### config.mk
export PLATFORM = sky130hd
export DESIGN_NAME = int_stack_bytecode_executor_unit_flat
export DESIGN_NICKNAME = d
export VERILOG_FILES = /design/src/rtl/sbx_pkg.sv /design/src/rtl/sbx_channels.sv /design/src/rtl/sbx_front.sv /design/src/rtl/sbx_queue.sv /design/src/rtl/sbx_back.sv /design/src/rtl/int_stack_bytecode_executor_unit.sv /design/src/flat_wrapper.sv
export SDC_FILE = /design/constraint.sdc
export NUM_CORES = 2
export LEC_CHECK = 0
export BUFFER_PORTS_ARGS = -buffer_cell sky130_fd_sc_hd__buf_2
export CORE_MARGIN = 3
export CORE_UTILIZATION = 30
export DETAILED_ROUTE_END_ITERATION = 6
export PLACE_DENSITY = 0.46
export SLEW_MARGIN = 25
export SYNTH_ARGS = -nofsm -noshare
export SYNTH_HDL_FRONTEND = slang
export SYNTH_SLANG_ARGS = --single-unit
export TNS_END_PERCENT = 50
### constraint.sdc
create_clock -name clock -period 11.8 [get_ports clock]
set_input_delay 2.36 -clock clock [delete_from_list [all_inputs] [get_ports clock]]
set_output_delay 2.36 -clock clock [all_outputs]
set_load 0.01 [all_outputs]
### src/rtl/sbx_pkg.sv
`timescale 1ns / 1ps
package sbx_pkg;

   // Sizes
   localparam int STACK_DEPTH = 16;
   localparam int LOCAL_COUNT = 16;
   localparam int CNT_W       = $clog2(STACK_DEPTH + 1);
   localparam int BANK_DEPTH  = (STACK_DEPTH + 1) / 2;
   localparam int BANK_AW     = (BANK_DEPTH > 1) ? $clog2(BANK_DEPTH) : 1;
   localparam int LIDX_W      = $clog2(LOCAL_COUNT);
   localparam int QUEUE_DEPTH = 2;
   localparam int QPTR_W      = $clog2(QUEUE_DEPTH);
   localparam int QCNT_W      = $clog2(QUEUE_DEPTH + 1);

   // Opcodes
   localparam logic [7:0] OP_NOP         = 8'h00;
   localparam logic [7:0] OP_ICONST_M1   = 8'h02;
   localparam logic [7:0] OP_ICONST_5    = 8'h08;
   localparam logic [7:0] OP_BIPUSH      = 8'h10;
   localparam logic [7:0] OP_ILOAD       = 8'h15;
   localparam logic [7:0] OP_ILOAD_0     = 8'h1A;
   localparam logic [7:0] OP_ILOAD_3     = 8'h1D;
   localparam logic [7:0] OP_ISTORE      = 8'h36;
   localparam logic [7:0] OP_ISTORE_0    = 8'h3B;
   localparam logic [7:0] OP_ISTORE_3    = 8'h3E;
   localparam logic [7:0] OP_IADD        = 8'h60;
   localparam logic [7:0] OP_ISUB        = 8'h64;
   localparam logic [7:0] OP_IMUL        = 8'h68;
   localparam logic [7:0] OP_IINC        = 8'h84;
   localparam logic [7:0] OP_IFNE        = 8'h9A;
   localparam logic [7:0] OP_IFLE        = 8'h9E;
   localparam logic [7:0] OP_IF_ICMPGE   = 8'hA2;
   localparam logic [7:0] OP_IF_ICMPGT   = 8'hA3;
   localparam logic [7:0] OP_IF_ICMPLE   = 8'hA4;
   localparam logic [7:0] OP_GOTO        = 8'hA7;
   localparam logic [7:0] OP_IRETURN     = 8'hAC;
   localparam logic [7:0] OP_RETURN      = 8'hB1;
   localparam logic [7:0] OP_GETSTATIC   = 8'hB2;
   localparam logic [7:0] OP_INVOKEVIRT  = 8'hB6;
   localparam logic [7:0] OP_ICONST_BIAS = 8'h03;

   typedef enum logic [1:0] {
      ST_OK    = 2'd0,
      ST_UNDER = 2'd1,
      ST_OVER  = 2'd2,
      ST_LOCAL = 2'd3
   } status_type;

   typedef enum logic [4:0] {
      K_NOP, K_PUSH_IMM, K_LOAD, K_STORE, K_ADD, K_SUB, K_MUL, K_IINC,
      K_GOTO, K_CMPGE, K_CMPGT, K_CMPLE, K_IFNE, K_IFLE, K_PRINT,
      K_IRET, K_RET
   } kind_type;

   // Classified instruction handed from front to back
   typedef struct packed {
      kind_type    kind;
      logic [1:0]  len;
      logic [1:0]  pops;
      logic        push;
      logic        uses_local;
      logic [7:0]  idx;
      logic [31:0] imm;
      logic [15:0] offset;
   } decoded_type;

   typedef struct packed {
      logic [15:0] next_pc;
      logic        branch_taken;
      logic        print_valid;
      logic [31:0] print_value;
      logic        return_valid;
      logic [31:0] return_value;
      logic        done_res;
      status_type  status;
   } result_type;

endpackage

### src/rtl/sbx_channels.sv
`timescale 1ns / 1ps

interface sbx_req_if;
   logic       valid;
   logic       ready;
   logic [7:0] op;
   logic [7:0] byte_one;
   logic [7:0] byte_two;

   modport source (output valid, op, byte_one, byte_two, input ready);
   modport sink   (input valid, op, byte_one, byte_two, output ready);
endinterface

interface sbx_rsp_if;
   logic               valid;
   logic               ready;
   logic        [15:0] next_pc;
   logic               branch_taken;
   logic               print_valid;
   logic signed [31:0] print_value;
   logic               return_valid;
   logic signed [31:0] return_value;
   logic               done_res;
   logic        [1:0]  status;

   modport source (output valid, next_pc, branch_taken, print_valid, print_value,
                   return_valid, return_value, done_res, status, input ready);
   modport sink   (input valid, next_pc, branch_taken, print_valid, print_value,
                   return_valid, return_value, done_res, status, output ready);
endinterface

### src/rtl/sbx_front.sv
`timescale 1ns / 1ps
module sbx_front (
   input  logic               in_valid,
   output logic               in_ready,
   input  logic [7:0]         op,
   input  logic [7:0]         byte_one,
   input  logic [7:0]         byte_two,
   input  logic               q_full,
   output logic               q_push,
   output sbx_pkg::decoded_type q_data
);
   import sbx_pkg::*;

   logic [7:0] iconst_imm;

   // request accepted whenever the queue has room
   assign in_ready = !q_full;
   assign q_push   = in_valid && !q_full;
   assign iconst_imm = op - OP_ICONST_BIAS;

   // classify the opcode
   always_comb begin
      q_data            = '0;
      q_data.kind       = K_NOP;
      q_data.len        = 2'd1;
      q_data.offset     = {byte_one, byte_two};
      q_data.idx        = byte_one;
      unique case (op) inside
         [OP_ICONST_M1:OP_ICONST_5]: begin
            q_data.kind = K_PUSH_IMM;
            q_data.push = 1'b1;
            q_data.imm  = {{24{iconst_imm[7]}}, iconst_imm};
         end
         OP_BIPUSH: begin
            q_data.kind = K_PUSH_IMM;
            q_data.len  = 2'd2;
            q_data.push = 1'b1;
            q_data.imm  = {{24{byte_one[7]}}, byte_one};
         end
         OP_ILOAD: begin
            q_data.kind       = K_LOAD;
            q_data.len        = 2'd2;
            q_data.push       = 1'b1;
            q_data.uses_local = 1'b1;
         end
         [OP_ILOAD_0:OP_ILOAD_3]: begin
            q_data.kind       = K_LOAD;
            q_data.push       = 1'b1;
            q_data.uses_local = 1'b1;
            q_data.idx        = op - OP_ILOAD_0;
         end
         OP_ISTORE: begin
            q_data.kind       = K_STORE;
            q_data.len        = 2'd2;
            q_data.pops       = 2'd1;
            q_data.uses_local = 1'b1;
         end
         [OP_ISTORE_0:OP_ISTORE_3]: begin
            q_data.kind       = K_STORE;
            q_data.pops       = 2'd1;
            q_data.uses_local = 1'b1;
            q_data.idx        = op - OP_ISTORE_0;
         end
         OP_IADD, OP_ISUB, OP_IMUL: begin
            q_data.kind = (op == OP_IADD) ? K_ADD : ((op == OP_ISUB) ? K_SUB : K_MUL);
            q_data.pops = 2'd2;
            q_data.push = 1'b1;
         end
         OP_IINC: begin
            q_data.kind       = K_IINC;
            q_data.len        = 2'd3;
            q_data.uses_local = 1'b1;
            q_data.imm        = {{24{byte_two[7]}}, byte_two};
         end
         OP_GOTO: begin
            q_data.kind = K_GOTO;
            q_data.len  = 2'd3;
         end
         OP_GETSTATIC: begin
            q_data.len = 2'd3;
         end
         OP_IF_ICMPGE, OP_IF_ICMPGT, OP_IF_ICMPLE: begin
            q_data.kind = (op == OP_IF_ICMPGE) ? K_CMPGE :
                          ((op == OP_IF_ICMPGT) ? K_CMPGT : K_CMPLE);
            q_data.len  = 2'd3;
            q_data.pops = 2'd2;
         end
         OP_IFNE, OP_IFLE, OP_INVOKEVIRT: begin
            q_data.kind = (op == OP_IFNE) ? K_IFNE :
                          ((op == OP_IFLE) ? K_IFLE : K_PRINT);
            q_data.len  = 2'd3;
            q_data.pops = 2'd1;
         end
         OP_IRETURN: begin
            q_data.kind = K_IRET;
            q_data.pops = 2'd1;
         end
         OP_RETURN: begin
            q_data.kind = K_RET;
         end
         default: begin
            q_data.kind = K_NOP;
         end
      endcase
   end

endmodule

### src/rtl/sbx_queue.sv
`timescale 1ns / 1ps
module sbx_queue (
   input  logic                clock,
   input  logic                reset,
   input  logic                push,
   input  sbx_pkg::decoded_type push_data,
   output logic                full,
   input  logic                pop,
   output logic                head_valid,
   output sbx_pkg::decoded_type head_data
);
   import sbx_pkg::*;

   decoded_type         entry_ff [QUEUE_DEPTH];
   logic [QPTR_W-1:0]   wr_ptr_ff, wr_ptr_in;
   logic [QPTR_W-1:0]   rd_ptr_ff, rd_ptr_in;
   logic [QCNT_W-1:0]   count_ff, count_in;

   assign full       = (count_ff == QCNT_W'(QUEUE_DEPTH));
   assign head_valid = (count_ff != '0);
   assign head_data  = entry_ff[rd_ptr_ff];

   // pointer and fill bookkeeping
   always_comb begin
      wr_ptr_in = wr_ptr_ff;
      rd_ptr_in = rd_ptr_ff;
      count_in  = count_ff;
      if (push) begin
         wr_ptr_in = (wr_ptr_ff == QPTR_W'(QUEUE_DEPTH - 1)) ? '0 : wr_ptr_ff + 1'b1;
      end
      if (pop) begin
         rd_ptr_in = (rd_ptr_ff == QPTR_W'(QUEUE_DEPTH - 1)) ? '0 : rd_ptr_ff + 1'b1;
      end
      if (push && !pop) begin
         count_in = count_ff + 1'b1;
      end else if (!push && pop) begin
         count_in = count_ff - 1'b1;
      end
   end

   always_ff @(posedge clock) begin
      if (reset) begin
         wr_ptr_ff <= '0;
         rd_ptr_ff <= '0;
         count_ff  <= '0;
      end else begin
         wr_ptr_ff <= wr_ptr_in;
         rd_ptr_ff <= rd_ptr_in;
         count_ff  <= count_in;
      end
   end

   always_ff @(posedge clock) begin
      if (push) begin
         entry_ff[wr_ptr_ff] <= push_data;
      end
   end

endmodule

### src/rtl/sbx_back.sv
`timescale 1ns / 1ps
module sbx_back (
   input  logic                clock,
   input  logic                reset,
   input  logic [15:0]         code_len,
   input  logic                head_valid,
   input  sbx_pkg::decoded_type head_data,
   output logic                pop,
   output logic                out_valid,
   input  logic                out_ready,
   output sbx_pkg::result_type out_data
);
   import sbx_pkg::*;

   // top three stack entries cached, full stack kept in two banks by parity
   logic [31:0]      tos_ff, tos_in, nos_ff, nos_in, thd_ff, thd_in;
   logic [31:0]      even_ff [BANK_DEPTH];
   logic [31:0]      odd_ff  [BANK_DEPTH];
   logic [CNT_W-1:0] cnt_ff, cnt_in;
   logic [31:0]      local_ff [LOCAL_COUNT];
   logic [15:0]      pc_ff;
   logic             halted_ff;
   logic             out_valid_ff;
   result_type       out_ff, res;

   decoded_type      d;
   logic             entry_halt, exec_ok, taken, done, pushing;
   status_type       status;
   logic [CNT_W-1:0] c4, c5, wpos;
   logic [BANK_AW-1:0] even_addr, odd_addr, wr_addr;
   logic [31:0]      even_rd, odd_rd, fill1, fill2;
   logic [31:0]      a, b, r, lval, base_t, base_n, base_h;
   logic [LIDX_W-1:0] lidx;
   logic [15:0]      npc;
   logic             ldst_wr;

   assign d         = head_data;
   assign pop       = head_valid && (!out_valid_ff || out_ready);
   assign out_valid = out_valid_ff;
   assign out_data  = out_ff;

   // refill reads, one address per bank
   assign c4        = cnt_ff - CNT_W'(4);
   assign c5        = cnt_ff - CNT_W'(5);
   assign even_addr = BANK_AW'(c4[0] ? (c5 >> 1) : (c4 >> 1));
   assign odd_addr  = BANK_AW'(c4[0] ? (c4 >> 1) : (c5 >> 1));
   assign even_rd   = even_ff[even_addr];
   assign odd_rd    = odd_ff[odd_addr];
   assign fill1     = c4[0] ? odd_rd : even_rd;
   assign fill2     = c5[0] ? odd_rd : even_rd;

   assign lidx = d.idx[LIDX_W-1:0];
   assign lval = local_ff[lidx];

   // entry checks, local index first, then underflow, then overflow
   always_comb begin
      entry_halt = halted_ff || (pc_ff >= code_len);
      status     = ST_OK;
      if (entry_halt) begin
         status = ST_OK;
      end else if (d.uses_local && ({1'b0, d.idx} >= 9'(LOCAL_COUNT))) begin
         status = ST_LOCAL;
      end else if (cnt_ff < CNT_W'(d.pops)) begin
         status = ST_UNDER;
      end else if (({1'b0, cnt_ff} - (CNT_W + 1)'(d.pops) + (CNT_W + 1)'(d.push))
                   > (CNT_W + 1)'(STACK_DEPTH)) begin
         status = ST_OVER;
      end
      exec_ok = !entry_halt && (status == ST_OK);
   end

   // operands and result value
   always_comb begin
      a = tos_ff;
      b = '0;
      if (d.pops == 2'd2) begin
         a = nos_ff;
         b = tos_ff;
      end
      case (d.kind)
         K_LOAD:  r = lval;
         K_ADD:   r = a + b;
         K_SUB:   r = a - b;
         K_MUL:   r = a * b;
         default: r = d.imm;
      endcase
      case (d.kind)
         K_GOTO:  taken = 1'b1;
         K_CMPGE: taken = $signed(a) >= $signed(b);
         K_CMPGT: taken = $signed(a) >  $signed(b);
         K_CMPLE: taken = $signed(a) <= $signed(b);
         K_IFNE:  taken = (a != '0);
         K_IFLE:  taken = $signed(a) <= 0;
         default: taken = 1'b0;
      endcase
      taken = taken && exec_ok;
   end

   // next stack view
   always_comb begin
      pushing = exec_ok && d.push;
      base_t  = tos_ff;
      base_n  = nos_ff;
      base_h  = thd_ff;
      if (exec_ok && d.pops == 2'd1) begin
         base_t = nos_ff;
         base_n = thd_ff;
         base_h = fill1;
      end else if (exec_ok && d.pops == 2'd2) begin
         base_t = thd_ff;
         base_n = fill1;
         base_h = fill2;
      end
      tos_in = base_t;
      nos_in = base_n;
      thd_in = base_h;
      if (pushing) begin
         tos_in = r;
         nos_in = base_t;
         thd_in = base_n;
      end
      cnt_in = cnt_ff;
      if (exec_ok) begin
         cnt_in = cnt_ff - CNT_W'(d.pops) + CNT_W'(d.push);
      end
      wpos    = cnt_ff - CNT_W'(d.pops);
      wr_addr = BANK_AW'(wpos >> 1);
   end

   // program counter and result
   always_comb begin
      if (entry_halt) begin
         npc = pc_ff;
      end else if (taken) begin
         npc = pc_ff + d.offset;
      end else begin
         npc = pc_ff + 16'(d.len);
      end
      done = entry_halt || (d.kind == K_IRET) || (d.kind == K_RET) ||
             (npc >= code_len);
      ldst_wr = exec_ok && ((d.kind == K_STORE) || (d.kind == K_IINC));
      res              = '0;
      res.next_pc      = npc;
      res.branch_taken = taken;
      res.done_res     = done;
      res.status       = status;
      if (exec_ok && d.kind == K_PRINT) begin
         res.print_valid = 1'b1;
         res.print_value = a;
      end
      if (exec_ok && d.kind == K_IRET) begin
         res.return_valid = 1'b1;
         res.return_value = a;
      end
   end

   // control state
   always_ff @(posedge clock) begin
      if (reset) begin
         cnt_ff       <= '0;
         pc_ff        <= '0;
         halted_ff    <= 1'b0;
         out_valid_ff <= 1'b0;
      end else begin
         if (pop) begin
            cnt_ff    <= cnt_in;
            pc_ff     <= npc;
            halted_ff <= done;
         end
         if (pop) begin
            out_valid_ff <= 1'b1;
         end else if (out_ready) begin
            out_valid_ff <= 1'b0;
         end
      end
   end

   // locals clear on reset
   always_ff @(posedge clock) begin
      if (reset) begin
         for (int i = 0; i < LOCAL_COUNT; i++) begin
            local_ff[i] <= '0;
         end
      end else if (pop && ldst_wr) begin
         local_ff[lidx] <= (d.kind == K_IINC) ? lval + d.imm : a;
      end
   end

   // stack payload
   always_ff @(posedge clock) begin
      if (pop) begin
         tos_ff <= tos_in;
         nos_ff <= nos_in;
         thd_ff <= thd_in;
         out_ff <= res;
         if (pushing && !wpos[0]) begin
            even_ff[wr_addr] <= r;
         end
         if (pushing && wpos[0]) begin
            odd_ff[wr_addr] <= r;
         end
      end
   end

endmodule

### src/rtl/int_stack_bytecode_executor_unit.sv
`timescale 1ns / 1ps
// Integer stack-machine bytecode executor.
// req_ch carries one instruction per request: the opcode and the two code
// bytes that follow it. rsp_ch returns one result per request, in order:
// next pc, branch taken, print and return values, halt flag and status.
// Both channels use valid/ready; a transfer happens when both are high.
// csr_wr_en/csr_wr_data write the code length; write it only while idle.
// A request that is accepted is written into the queue, then executed into the output register, where its result shows.
// Throughput: one instruction per cycle while rsp_ch does not stall, set by the execute
// stage that reads and updates the stack, locals and pc.
// A two-entry queue sits between decode and execute; the result is held in
// an output register, so a new request is taken while a result waits.
// When rsp_ch stalls, the result holds, execute stops and the queue fills;
// req_ch.ready falls once the queue is full.
// Reset (synchronous, active high) empties the stack and queue, clears the
// locals, pc and halt flag, and sets the code length to 65535.
module int_stack_bytecode_executor_unit (
   input  logic         clock,
   input  logic         reset,
   sbx_req_if.sink      req_ch,
   sbx_rsp_if.source    rsp_ch,
   input  logic         csr_wr_en,
   input  logic [15:0]  csr_wr_data
);
   import sbx_pkg::*;

   logic        [15:0] code_len_ff;
   logic               q_full, q_push, q_pop, q_valid;
   decoded_type        q_in, q_head;
   result_type         res;

   // code length register
   always_ff @(posedge clock) begin
      if (reset) begin
         code_len_ff <= 16'hFFFF;
      end else if (csr_wr_en) begin
         code_len_ff <= csr_wr_data;
      end
   end

   sbx_front u_front (
      .in_valid (req_ch.valid),
      .in_ready (req_ch.ready),
      .op       (req_ch.op),
      .byte_one (req_ch.byte_one),
      .byte_two (req_ch.byte_two),
      .q_full   (q_full),
      .q_push   (q_push),
      .q_data   (q_in)
   );

   sbx_queue u_queue (
      .clock      (clock),
      .reset      (reset),
      .push       (q_push),
      .push_data  (q_in),
      .full       (q_full),
      .pop        (q_pop),
      .head_valid (q_valid),
      .head_data  (q_head)
   );

   sbx_back u_back (
      .clock       (clock),
      .reset       (reset),
      .code_len    (code_len_ff),
      .head_valid  (q_valid),
      .head_data   (q_head),
      .pop         (q_pop),
      .out_valid   (rsp_ch.valid),
      .out_ready   (rsp_ch.ready),
      .out_data    (res)
   );

   assign rsp_ch.next_pc      = res.next_pc;
   assign rsp_ch.branch_taken = res.branch_taken;
   assign rsp_ch.print_valid  = res.print_valid;
   assign rsp_ch.print_value  = res.print_value;
   assign rsp_ch.return_valid = res.return_valid;
   assign rsp_ch.return_value = res.return_value;
   assign rsp_ch.done_res     = res.done_res;
   assign rsp_ch.status       = res.status;

endmodule

### src/flat_wrapper.sv
// flat-port wrapper written by rule: the top's interface ports become plain ports
module int_stack_bytecode_executor_unit_flat import sbx_pkg::*;
  (clock, reset, csr_wr_en, csr_wr_data, req_ch_valid, req_ch_op, req_ch_byte_one, req_ch_byte_two, req_ch_ready, rsp_ch_valid, rsp_ch_next_pc, rsp_ch_branch_taken, rsp_ch_print_valid, rsp_ch_print_value, rsp_ch_return_valid, rsp_ch_return_value, rsp_ch_done_res, rsp_ch_status, rsp_ch_ready);
  sbx_req_if req_ch_i ();
  sbx_rsp_if rsp_ch_i ();
  input  logic clock;
  input  logic reset;
  input  logic csr_wr_en;
  input  logic [15:0] csr_wr_data;
  input wire logic [$bits(req_ch_i.valid)-1:0] req_ch_valid;
  input wire logic [$bits(req_ch_i.op)-1:0] req_ch_op;
  input wire logic [$bits(req_ch_i.byte_one)-1:0] req_ch_byte_one;
  input wire logic [$bits(req_ch_i.byte_two)-1:0] req_ch_byte_two;
  output wire logic [$bits(req_ch_i.ready)-1:0] req_ch_ready;
  output wire logic [$bits(rsp_ch_i.valid)-1:0] rsp_ch_valid;
  output wire logic [$bits(rsp_ch_i.next_pc)-1:0] rsp_ch_next_pc;
  output wire logic [$bits(rsp_ch_i.branch_taken)-1:0] rsp_ch_branch_taken;
  output wire logic [$bits(rsp_ch_i.print_valid)-1:0] rsp_ch_print_valid;
  output wire logic [$bits(rsp_ch_i.print_value)-1:0] rsp_ch_print_value;
  output wire logic [$bits(rsp_ch_i.return_valid)-1:0] rsp_ch_return_valid;
  output wire logic [$bits(rsp_ch_i.return_value)-1:0] rsp_ch_return_value;
  output wire logic [$bits(rsp_ch_i.done_res)-1:0] rsp_ch_done_res;
  output wire logic [$bits(rsp_ch_i.status)-1:0] rsp_ch_status;
  input wire logic [$bits(rsp_ch_i.ready)-1:0] rsp_ch_ready;
  assign req_ch_i.valid = req_ch_valid;
  assign req_ch_i.op = req_ch_op;
  assign req_ch_i.byte_one = req_ch_byte_one;
  assign req_ch_i.byte_two = req_ch_byte_two;
  assign req_ch_ready = req_ch_i.ready;
  assign rsp_ch_valid = rsp_ch_i.valid;
  assign rsp_ch_next_pc = rsp_ch_i.next_pc;
  assign rsp_ch_branch_taken = rsp_ch_i.branch_taken;
  assign rsp_ch_print_valid = rsp_ch_i.print_valid;
  assign rsp_ch_print_value = rsp_ch_i.print_value;
  assign rsp_ch_return_valid = rsp_ch_i.return_valid;
  assign rsp_ch_return_value = rsp_ch_i.return_value;
  assign rsp_ch_done_res = rsp_ch_i.done_res;
  assign rsp_ch_status = rsp_ch_i.status;
  assign rsp_ch_i.ready = rsp_ch_ready;
  int_stack_bytecode_executor_unit u_core (.clock(clock), .reset(reset), .req_ch(req_ch_i), .rsp_ch(rsp_ch_i), .csr_wr_en(csr_wr_en), .csr_wr_data(csr_wr_data));
endmodule
==> key figures <==
Clock network
  – PostCTS Resize Cnt: 0
  – Clk Latency, worst-skew pair: 0.85 ns
  – CTS Buffer Depth: 4
  – Root buf cell: clkbuf_16
  – CTS tree: done
  – Postcts setup bufs: 0
  – Clock tree sinks: 1336
  – Post-CTS Hold Fix Bufs: 0
  – CTS Buf Count: 163
  – H-tree depth: 4
  – Clock Pin Slew Worst Setup and Hold Paths: 0.06 ns

Hold path
  – Worst hold stages: 2
  – Worst Hold Class: flip-flop to flip-flop
  – Min-Delay Startpoint: u_core.u_queue.rd_ptr_ff
  – Worst Hold Path EP: u_core.u_queue.rd_ptr_ff

Synthesis
  – Number of flops mapped to enable cells by yosys: 1292
  – Total nets after synthesis: 7404
  – Synthesized area per cell: 12.07 um2
  – Gate Count Post-Synth: 6657
  – Sequential area share after synthesis: 49.40%
  – Main synth FF type: edfxtp_1
  – Count of unique library cells instantiated by Yosys: 93
  – FF+latch count, synth: 1336
  – Synth async-reset ratio: 0%
  – Synthesized cell area: 0.08032 mm2
  – Yosys warns: 0

Global route
  – Grt ovf: 0
  – First-pass GRT wire length: 401200 um
  – Vias in the first global route: 55.59k
  – Initial antenna violation count: 18
  – Largest net degree at the start of global routing: 130
  – Global Route Usage Sum: 20.02%

Drt
  – Via count: 54.22k
  – WL final: 277900 um
  – Remaining DRCs: 0
  – Vias per cell: 5.218
  – Initial DRC count: 5407
  – Routed len/inst: 26.74 um
  – DRT Pass-1 Iters: 6
  – Routed Antenna Nets: 0

Status
  – Outcome: finished clean

Final layout
  – Nets: 7482
  – Share of layout cells above drive strength 1: 14.92%
  – Final Util: 34.25%
  – P&R area growth vs syn: 13.34%
  – Final instance area: 0.09103 mm2
  – # fillers: 26.56k

Critical path
  – Critical path class: flip-flop to flip-flop
  – Worst Setup End Kind: flip-flop
  – Critical Path Max Stage Delay: 0.87 ns
  – Critical path's slowest cell: mux2i_1
  – Reg2reg setup slack: 0.85 ns
  – Worst setup SP type: flip-flop
  – Top delay family on crit path: compound AO/OA/AOI/OAI gates
  – CP arrival: 11.65 ns
  – Cell mode on critical path: ha_1
  – Worst path depth: 32
  – Worst R2R End: u_core.u_back.halted_ff
  – CP required: 12.50 ns
  – Worst-path fanout max: 43
  – Cell depth of the worst flop-to-flop path: 32
  – Crit path buffers/inverters: 3

Die
  – Die X: 523.4 um
  – Io pins: 133
  – # rows: 189
  – Die height: 523.4 um
  – Core ar.: 0.2658 mm2
  – Die area: 0.2740 mm2
  – Initial Util: 30.22%

STA
  – Slew Viols, Final: 0
  – Slew @ Worst Pin: 1.111 ns
  – Final Hold Fails: 0
  – Max Freq: 0.09131 GHz
  – Setup violations, final: 0
  – RSZ-0062 raised after global routing: no
  – Relative slew slack: 25.93%
  – Min Tclk post-route: 10.95 ns
  – Fin crit share: 92.81%
  – Clock skew: 0.1003 ns
  – Setup TNS: 0 ns

Placed design
  – Dpl hpwl: 189200 um
  – Instance area after placement: 0.08592 mm2
  – Gpl congestion: 0.9185
  – IO buf count: 132

Flow run
  – Maximum capacitance violations: 0
-- synth_stat cells, drive strengths merged (44+ instances only) --
cell type	n	share of area, %
a211oi	65	0.61
nand2	653	3.1
mux2	75	1.1
a31oi	62	0.48
and3	248	1.9
ha	288	4.5
o21ai	141	0.88
mux4	257	7.2
dfxtp	44	1.1
buf	60	0.32
nor2	795	3.7
nor3	89	0.55
nand3	60	0.37
and2	73	0.57
a21o	59	0.55
mux2i	186	2.3
clkbuf	379	1.8
fa	414	10
edfxtp	1292	48
xnor2	118	1.3
inv	582	2.7
o211ai	44	0.41
a21oi	185	1.2
-- cells by family (layout without fill, tap and decap cells) --
family / count (synthesis) / in the layout / synth area share (%)
simple gates: 2092 / 2092 / 11.67
other cells: 0 / 2 / 0
fa+ha+maj: 702 / 702 / 14.81
flops: 1336 / 1336 / 49.40
compound gates: 822 / 822 / 6.884
xor+xnor: 163 / 163 / 1.829
buf+inv: 1024 / 1224 / 4.829
mux: 518 / 518 / 10.59
-- per-layer routing --
| layer | vias up | GRT usage [%] | share of wire [%] | wire length (um) |
|---|---|---|---|---|
| met2 | 1672 | 32.33 | 47 | 129500 |
| met4 | 10 | 6.637 | 3.6 | 10060 |
| met1 | 28290 | 27.47 | 44 | 121500 |
| li1 | 23840 | - | - | - |
| met3 | 416 | 3.164 | 6.0 | 16790 |
| met5 | - | 0 | 0.019 | 54 |
-- placed cells by master (no fill, tap or decap), types with 15 or more instances in the layout --
cell | netlist | final
a211oi_1 | 65 | 65
a21o_1 | 57 | 57
a21oi_1 | 185 | 182
a22oi_1 | 31 | 31
a31oi_1 | 62 | 61
and2_1 | 70 | 71
and3_1 | 247 | 246
buf_2 | 22 | 132
buf_4 | 0 | 215
clkbuf_1 | 379 | 31
clkbuf_16 | 0 | 165
clkinv_1 | 3 | 39
clkinv_2 | 0 | 20
dfxtp_1 | 44 | 42
edfxtp_1 | 1292 | 1292
fa_1 | 414 | 414
ha_1 | 288 | 287
inv_1 | 580 | 579
mux2_2 | 75 | 75
mux2i_1 | 185 | 180
mux4_2 | 256 | 256
nand2_1 | 653 | 636
nand2b_1 | 34 | 34
nand3_1 | 60 | 54
nand4_1 | 18 | 18
nor2_1 | 795 | 776
nor2_4 | 0 | 19
nor2b_1 | 26 | 26
nor3_1 | 89 | 83
nor4_1 | 24 | 24
o211ai_1 | 44 | 44
o21a_1 | 36 | 36
o21ai_0 | 115 | 110
o21ai_1 | 26 | 25
o21bai_1 | 26 | 26
o31ai_1 | 15 | 15
or3_1 | 17 | 17
xnor2_1 | 118 | 115
xor2_1 | 42 | 42
-- per-stage QoR --
step	hold WS [ns]	cells	setup slack, ns
after floorplan	0.4680	6657	2.315
after global placement	0.5033	10100	1.043
after detailed placement	0.5033	10100	0.8303
after CTS	0.5191	10390	0.8486
after global routing	0.5360	10390	0.2101
final	0.5162	10390	0.8484
-- flip-flops by register name, indices dropped and copies added (netlist names), named ones only --
register / cells
u_core.u_queue.wr_ptr_ff: 1
u_core.u_back.tos_ff: 32
u_core.u_back.even_ff: 256
u_core.u_back.cnt_ff: 5
u_core.code_len_ff: 16
u_core.u_back.halted_ff: 1
u_core.u_queue.entry_ff: 86
u_core.u_back.pc_ff: 16
u_core.u_back.thd_ff: 32
u_core.u_queue.count_ff: 2
u_core.u_back.local_ff: 512
u_core.u_back.nos_ff: 32
u_core.u_back.odd_ff: 256
u_core.u_queue.rd_ptr_ff: 1
u_core.u_back.out_data: 86
u_core.u_back.out_valid: 1
-- final cells by class --
type / instances / area (um2) / area share (%)
tap: 3533 / 4420 / 4.856
antenna: 2 / 5.005 / 0.005498
timing repair buffer: 352 / 2361 / 2.594
inverter: 585 / 2203 / 2.420
multi-input combinational: 4297 / 37310 / 40.98
clock inverter: 91 / 812.0 / 0.8920
clock buffer: 196 / 4245 / 4.663
sequential: 1336 / 39680 / 43.59
-- worst max-delay path by stage --
stage / endpoint / slack (ns)
2_1_floorplan: u_core.u_back.tos_ff[30] / 2.31
3_3_place_gp: u_core.u_back.halted_ff / 1.04
3_5_place_dp: u_core.u_back.halted_ff / 0.83
4_1_cts: u_core.u_back.halted_ff / 0.85
5_1_grt: u_core.u_back.halted_ff / 0.21
6_report: u_core.u_back.halted_ff / 0.85
-- tightest hold or removal path, cell delays in order (launching register included) --
cell and delay, ns:
dfxtp_1 0.32, xnor2_1 0.09, nor2_1 0.08
Power is not shown: default switching activity piles up to over one toggle a cycle in this logic, so the estimate is an artifact.
